==> config.mk <==
export PLATFORM = sky130hd
export DESIGN_NAME = qpr_round_clip
export DESIGN_NICKNAME = d
export VERILOG_FILES = /design/src/rtl/qpr_pkg.sv /design/src/rtl/qpr_round_clip.sv
export SDC_FILE = /design/constraint.sdc
export NUM_CORES = 1
export LEC_CHECK = 0
export ABC_AREA = 1
export BUFFER_PORTS_ARGS = -buffer_cell sky130_fd_sc_hd__buf_4
export CAP_MARGIN = 20
export CORE_AREA = 2 2 105 107
export CTS_BUF_LIST = sky130_fd_sc_hd__clkbuf_4
export DETAILED_ROUTE_END_ITERATION = 16
export DIE_AREA = 0 0 107 109
export PLACE_DENSITY = 0.76
export SYNTH_ARGS = -nofsm -noshare
export SYNTH_HDL_FRONTEND = slang
export SYNTH_SLANG_ARGS = --single-unit
export TNS_END_PERCENT = 10
==> constraint.sdc <==
create_clock -name clk -period 9 [get_ports clk]
set_clock_uncertainty 0.15 [all_clocks]
set_input_delay 0.9 -clock clk [delete_from_list [all_inputs] [get_ports clk]]
set_output_delay 0.9 -clock clk [all_outputs]
set_load 0.02 [all_outputs]
==> src/rtl/qpr_pkg.sv <==
package qpr_pkg;

  localparam int POINT_W   = 24;
  localparam int QUAT_W    = 16;
  localparam int QUAT_FRAC = QUAT_W - 2;
  localparam int ROT_SHIFT = 2 * QUAT_FRAC;

  // q*p products and sums, then (q*p)*conj(q) products and sums
  localparam int PROD1_W = POINT_W + QUAT_W;
  localparam int T_W     = PROD1_W + 2;
  localparam int PROD2_W = T_W + QUAT_W;
  localparam int U_W     = PROD2_W + 2;
  localparam int RND_W   = U_W - ROT_SHIFT;

  typedef logic signed [POINT_W-1:0] point_t;
  typedef logic signed [QUAT_W-1:0]  quat_t;
  typedef logic signed [PROD1_W-1:0] prod1_t;
  typedef logic signed [T_W-1:0]     tsum_t;
  typedef logic signed [PROD2_W-1:0] prod2_t;
  typedef logic signed [U_W-1:0]     usum_t;
  typedef logic signed [RND_W-1:0]   rnd_t;

  localparam point_t POINT_MAX = {1'b0, {(POINT_W-1){1'b1}}};
  localparam point_t POINT_MIN = {1'b1, {(POINT_W-1){1'b0}}};
  localparam rnd_t   CLIP_MAX  = RND_W'(POINT_MAX);
  localparam rnd_t   CLIP_MIN  = RND_W'(POINT_MIN);
  localparam usum_t  ROUND_HALF = U_W'(1) << (ROT_SHIFT - 1);

  typedef struct packed {
    point_t point_x;
    point_t point_y;
    point_t point_z;
    quat_t  quat_w;
    quat_t  quat_x;
    quat_t  quat_y;
    quat_t  quat_z;
  } qpr_in_t;

  typedef struct packed {
    point_t rotated_x;
    point_t rotated_y;
    point_t rotated_z;
    logic   saturated;
  } qpr_out_t;

  typedef struct packed {
    tsum_t t_w;
    tsum_t t_x;
    tsum_t t_y;
    tsum_t t_z;
    quat_t quat_w;
    quat_t quat_x;
    quat_t quat_y;
    quat_t quat_z;
  } qpr_tq_t;

  typedef struct packed {
    usum_t u_x;
    usum_t u_y;
    usum_t u_z;
  } qpr_u_t;

endpackage

==> src/rtl/qpr_round_clip.sv <==
module qpr_round_clip (
  input  logic              clk,
  input  logic              rst,
  input  logic              in_valid,
  output logic              in_ready,
  input  qpr_pkg::qpr_u_t   in_word,
  output logic              out_valid,
  input  logic              out_ready,
  output qpr_pkg::qpr_out_t out_word
);
  import qpr_pkg::*;

  rnd_t rx, ry, rz;

  function automatic logic out_of_range(rnd_t r);
    return (r > CLIP_MAX) || (r < CLIP_MIN);
  endfunction

  function automatic point_t clamp(rnd_t r);
    point_t res;
    if (r > CLIP_MAX) begin
      res = POINT_MAX;
    end else if (r < CLIP_MIN) begin
      res = POINT_MIN;
    end else begin
      res = POINT_W'(r);
    end
    return res;
  endfunction

  // floor shift drops the fraction bits
  assign rx = RND_W'(in_word.u_x >>> ROT_SHIFT);
  assign ry = RND_W'(in_word.u_y >>> ROT_SHIFT);
  assign rz = RND_W'(in_word.u_z >>> ROT_SHIFT);

  assign in_ready = !out_valid || out_ready;

  always_ff @(posedge clk) begin
    if (rst) begin
      out_valid <= 1'b0;
    end else if (in_ready) begin
      out_valid <= in_valid;
    end
  end

  always_ff @(posedge clk) begin
    if (in_ready && in_valid) begin
      out_word.rotated_x <= clamp(rx);
      out_word.rotated_y <= clamp(ry);
      out_word.rotated_z <= clamp(rz);
      out_word.saturated <= out_of_range(rx) || out_of_range(ry) || out_of_range(rz);
    end
  end

endmodule

==> qor.yml, run 1 <==
clkLatencyLatePin_ns: 0.40
gp_congestion: 0.775
wl_met3_um: 793
cp_max_fo: 2
synth-seq-area-share: 0.711
synthCells: 280
postLayoutCellArea_um2: 4640
die_h_um: 109
place.detailed.hpwl_um: 5920
power_density_nw_per_um2: 166
die-area_um2: 11700
finalSetupTns_ns: 0
antenna_found_initial: 1
clk_pin_slew_ns: 0.11
grtUsageTotal: 0.140
drt-met1-wl_um: 3220
fin_crit_sh: 0.266
dr_wl_met2_um: 3870
dr.pass1.iters: 4
vias: 2544
drt_iter0_markers: 107
syn2layout_area_growth_pct: 49.1
vdd.ir_drop.worst_mv: 0.0750
grt_max_degree: 74
timing.rr.start: "out_valid"
netlist_area_um2: 3110
min_from: "out_valid"
finalPower_mw: 0.771
cts_num_sinks: 74
arrival_ns: 1.35
cp-end-kind: "output pin"
hold_violations: 0
grt_pass1_vias: 2534
placed_area_um2: 4480
post-cts-setup-buffer-count: 0
cts_buffers: 9
yosys_warnings: 0
portBuffers: 174
stdcell_count: 597
drt-wirelength-per-cell_um: 13.5
ioPinCount: 259
start_util: 0.293
min_period_ns: 2.40
synth_fp_nets: 464
timing.max_cap.violations: 0
cp.required_ns: 7.95
drive_gt1_frac: 0.430
hold_class: "flop to flop"
yosysUniqueCellTypes: 14
top_layer: "met4"
start_kind: "input pin"
fmax_ghz: 0.417
cp-startpoint: "out_ready"
root_buffer: "clkbuf_4"
slew-limit-headroom: 0.316
synth_seq_cells: 74
dp_cells: 580
drc_errors: 0
grt_first_pass_wirelength_um: 12200
drt-total-wl_um: 8030
status: "finished, final reports clean"
die_w_um: 107
worst-r2r-setup-slack_ns: 7.20
clk_path_buf_depth: 2
rsz0062_at_grt: "false"
nets: 635
ant_nets: 0
postSynthAreaPerCell_um2: 11.1
cts_tree: "done"
cts_resized: 0
tightest_slew_ns: 1.03
slew_violations: 0
leakage_nw: 2.08
grt_overflow_total: 0
rows: 38
criticalPathCategory: "input pin to output pin"
viasPerCell: 4.26
ctsHoldBuffers: 0
finalSetupViolCount: 0
coreArea_um2: 10600
h-tree-depth: 3
worst max-delay path: stages:
cell and delay, ns:
buf_4 0.11, inv_1 0.09, nand2_1 0.08, buf_4 0.16
cell usage after synthesis:
cell type    n  share of area
nor2_1      19          0.023
dfxtp_1      1         0.0064
nand2_2      2         0.0040
nand3_1      1         0.0016
nand4_1      2         0.0040
buf_4        4         0.0097
a21oi_1      2         0.0032
inv_1        3         0.0036
o21bai_4     2          0.012
o21ai_2      1         0.0028
nand2_1    159           0.19
edfxtp_1    73           0.71
clkbuf_1     3         0.0036
buf_6        8          0.029
per-layer routing:
metal,up-vias,global-route usage
met2,143,0.227
met4,0,0.0733
met3,9,0.0359
met1,1136,0.172
li1,1256,-
met5,-,0
flip-flops by register name (all words and copies together), names as in the netlist:
register and flops:
out_valid 1, out_word 73
final timing paths:
check,endpoint,depth (start not counted)
max,in_ready,4
min,out_valid,2
max reg2reg,out_word[56],2
min reg2reg,out_valid,2
kinds of logic after synthesis:
kind of cell	synth area share
AO/OA/AOI/OAI	0.0181
AND/OR/NAND/NOR	0.225
buffers and inverters	0.0459
flip-flops	0.711
metrics by stage:
step            util  hold slack [ns]  setup WS [ns]
5_1_grt        0.437            0.446           6.52
2_1_floorplan      -            0.555           3.84
3_3_place_gp   0.422            0.377           6.26
4_1_cts        0.437            0.413           6.60
3_5_place_dp   0.422            0.390           6.26
6_report       0.437            0.412           6.60
power by group:
part | internal [mW] | switching, mW | total (mW)
Combinational | 0.0613 | 0.0720 | 0.133
Clock | 0.114 | 0.113 | 0.227
Sequential | 0.405 | 0.00607 | 0.411
Total | 0.580 | 0.191 | 0.771
area by class of cell:
type                            instances  area [µm²]
Clock inverter                          6        81.3
Antenna cell                            1        2.50
Inverter                                3        11.3
Timing Repair Buffer                  175        1310
Clock buffer                           10        75.1
Tap cell                              140         175
Fill cell                            1027        5970
Sequential cell                        74        2210
Multi-Input combinational cell        188         766
cell usage in the layout (no fill, tap or decap), drive strengths merged:
| cell type | count |
|---|---|
| o21ai | 1 |
| nand2 | 161 |
| nor2 | 19 |
| bufinv | 2 |
| edfxtp | 73 |
| o21bai | 2 |
| clkbuf | 10 |
| diode | 1 |
| dfxtp | 1 |
| inv | 3 |
| buf | 175 |
| nand3 | 1 |
| clkinvlp | 1 |
| nand4 | 2 |
| a21oi | 2 |
| clkinv | 3 |
No activity file was read; power rests on OpenSTA's default activity.
==> run 2, diff against run 1 <==
ABC_AREA = 0   (was 1)
CORE_AREA = 2 2 102 104   (was 2 2 105 107)
DIE_AREA = 0 0 104 106   (was 0 0 107 109)
PLACE_DENSITY = 0.8   (was 0.76)
clock period = 2.1 ns   (was 9 ns; I/O delays follow)
==> qor.yml, run 2 <==
status: "finished, final reports clean"
hold_class: "input pin to flop"
cp.required_ns: 2.08
ant_nets: 0
slew_violations: 0
hold_violations: 0
min_from: "in_word[114]"
tightest_slew_ns: 0.396
grtUsageTotal: 0.161
ctsHoldBuffers: 74
antenna_cells: 0
gp_congestion: 0.700
yosysUniqueCellTypes: 16
r2r.worst_path.cells: 3
drc_errors: 0
cp-end-kind: "flop"
dr.pass1.iters: 4
start_kind: "input pin"
final_common_cell: "buf_4"
root_buffer: "clkbuf_4"
synth_common_cells: "edfxtp_1 (73), a21o_1 (46), o21a_1 (23)"
regMostFlops: "out_word"
post-cts-setup-buffer-count: 0
timing.rr.start: "out_valid"
fin_crit_sh: 0.844
clkLatencyLatePin_ns: 0.39
grt_overflow_total: 0
synthCells: 183
postSynthAreaPerCell_um2: 16.0
drive_gt1_frac: 0.453
postLayoutCellArea_um2: 5260
portBuffers: 174
finalSetupTns_ns: 0
synth-seq-area-share: 0.754
drt_iter0_markers: 94
synth_seq_cells: 74
min_period_ns: 1.77
leakage_nw: 2.29
yosysMostFrequentCell: "edfxtp_1"
die-area_um2: 11000
clk_pin_slew_ns: 0.09
synth_fp_nets: 367
grt_max_degree: 74
yosys.area.top_type: "edfxtp_1"
largest_reg_flops: 73
cts_buffers: 9
final_cell_mix: "buf_4 (180), dlygate4sd3_1 (74), edfxtp_1 (73)"
vias: 2563
finalPower_mw: 3.14
rows: 37
netlist_area_um2: 2930
power_density_nw_per_um2: 597
synth_flop_cell: "edfxtp_1"
h-tree-depth: 3
start_util: 0.293
rsz0062_at_grt: "false"
arrival_ns: 1.76
cp_max_fo: 3
worst-r2r-setup-slack_ns: 0.64
nFillCells: 840
criticalPathCategory: "input pin to flop"
slew-limit-headroom: 0.736
whs_endpoint: "out_word[0]"
whs_path_depth: 4
antenna_found_initial: 0
worst_r2r_endpoint: "out_word[30]"
finalSetupViolCount: 0
synth-edff-count: 73
cts_tree: "done"
timing.max_cap.violations: 0
clk_path_buf_depth: 2
cts_resized: 0
placed_area_um2: 4440
cts_num_sinks: 74
drt-wirelength-per-cell_um: 15.7
yosys_warnings: 0
reg_top3: "out_word: 73 flops, out_valid: 1 flops"
synth_top_cell_area_share: 0.747
coreArea_um2: 10000
drt-total-wl_um: 8970
die_w_um: 104
viasPerCell: 4.49
synthArstFlopShare: 0
grt_pass1_vias: 2662
syn2layout_area_growth_pct: 79.4
holdWs_ns: 0.162
grt_first_pass_wirelength_um: 13500
nets: 618
fmax_ghz: 0.564
ioPinCount: 259
vdd.ir_drop.worst_mv: 0.270
die_h_um: 106
yosys-top-cells-area: "edfxtp_1 (75%), a21o_1 (12%), o21a_1 (5.9%)"
-- run 2: cell count changes in the layout (fill, tap and decap cells not counted), moves of 3 or more --
| cell | before | now |
|---|---|---|
| buf_4 | 175 | 180 |
| dlygate4sd3_1 | 0 | 74 |
| o21a_1 | 0 | 23 |
| nand2_1 | 159 | 1 |
| a21o_1 | 0 | 46 |
| a21oi_2 | 0 | 3 |
| nor2_1 | 19 | 0 |
| nand4_1 | 2 | 6 |
| nor4_1 | 0 | 6 |
-- run 2: worst max path at each step --
stage                             from          end  slack (ns)  depth (start not counted)
after floorplan              out_valid  out_word[0]        0.31                          2
after global placement     in_word[58]  out_word[0]        0.09                          5
after detailed placement  in_word[178]  out_word[0]        0.07                          5
after CTS                  in_word[59]  out_word[0]        0.41                          5
after global routing      in_word[179]  out_word[0]        0.33                          5
final                     in_word[179]  out_word[0]        0.33                          5
-- run 2: power by group --
part | internal [mW] | switching, mW | total (mW)
Clock | 0.227 | 0.444 | 0.670
Sequential | 1.74 | 0.0265 | 1.76
Combinational | 0.382 | 0.326 | 0.708
-- run 2: area by class of cell --
type / instances / area (µm²) / area share
inverter: 1 / 3.75 / 0.000714
sequential: 74 / 2210 / 0.421
tap: 136 / 170 / 0.0324
clock buffer: 10 / 75.1 / 0.0143
clock inverter: 2 / 8.76 / 0.00167
multi-input combinational: 93 / 678 / 0.129
timing repair buffer: 255 / 2110 / 0.402
-- run 2: critical path, cell delays in order --
cell and delay (ns):
dlygate4sd3_1 0.53, buf_4 0.13, a21oi_2 0.04, or2_0 0.31
or4b_1 0.54
-- run 2: logic make-up after synthesis --
| logic type | count (synthesis) | synth area share |
|---|---|---|
| AOI/OAI and AO/OA | 76 | 0.189 |
| buffers and inverters | 16 | 0.0205 |
| DFF | 74 | 0.754 |
| and+or+nand+nor | 17 | 0.0367 |
-- run 2: layer usage --
| metal | up-vias | routed length, µm | GRT usage |
|---|---|---|---|
| li1 | 1216 | - | - |
| met1 | 1196 | 3580 | 0.182 |
| met2 | 140 | 4610 | 0.284 |
| met3 | 11 | 637 | 0.0411 |
| met4 | 0 | 145 | 0.0743 |
| met5 | - | 0 | 0 |
-- run 2: per-stage QoR --
stage,std cells,utilization,worst slack (ns)
finish,571,0.526,0.327
CTS,571,0.526,0.414
global placement,485,0.444,0.0886
detailed placement,485,0.444,0.0651
floorplan,183,-,0.313
global route,571,0.526,0.335
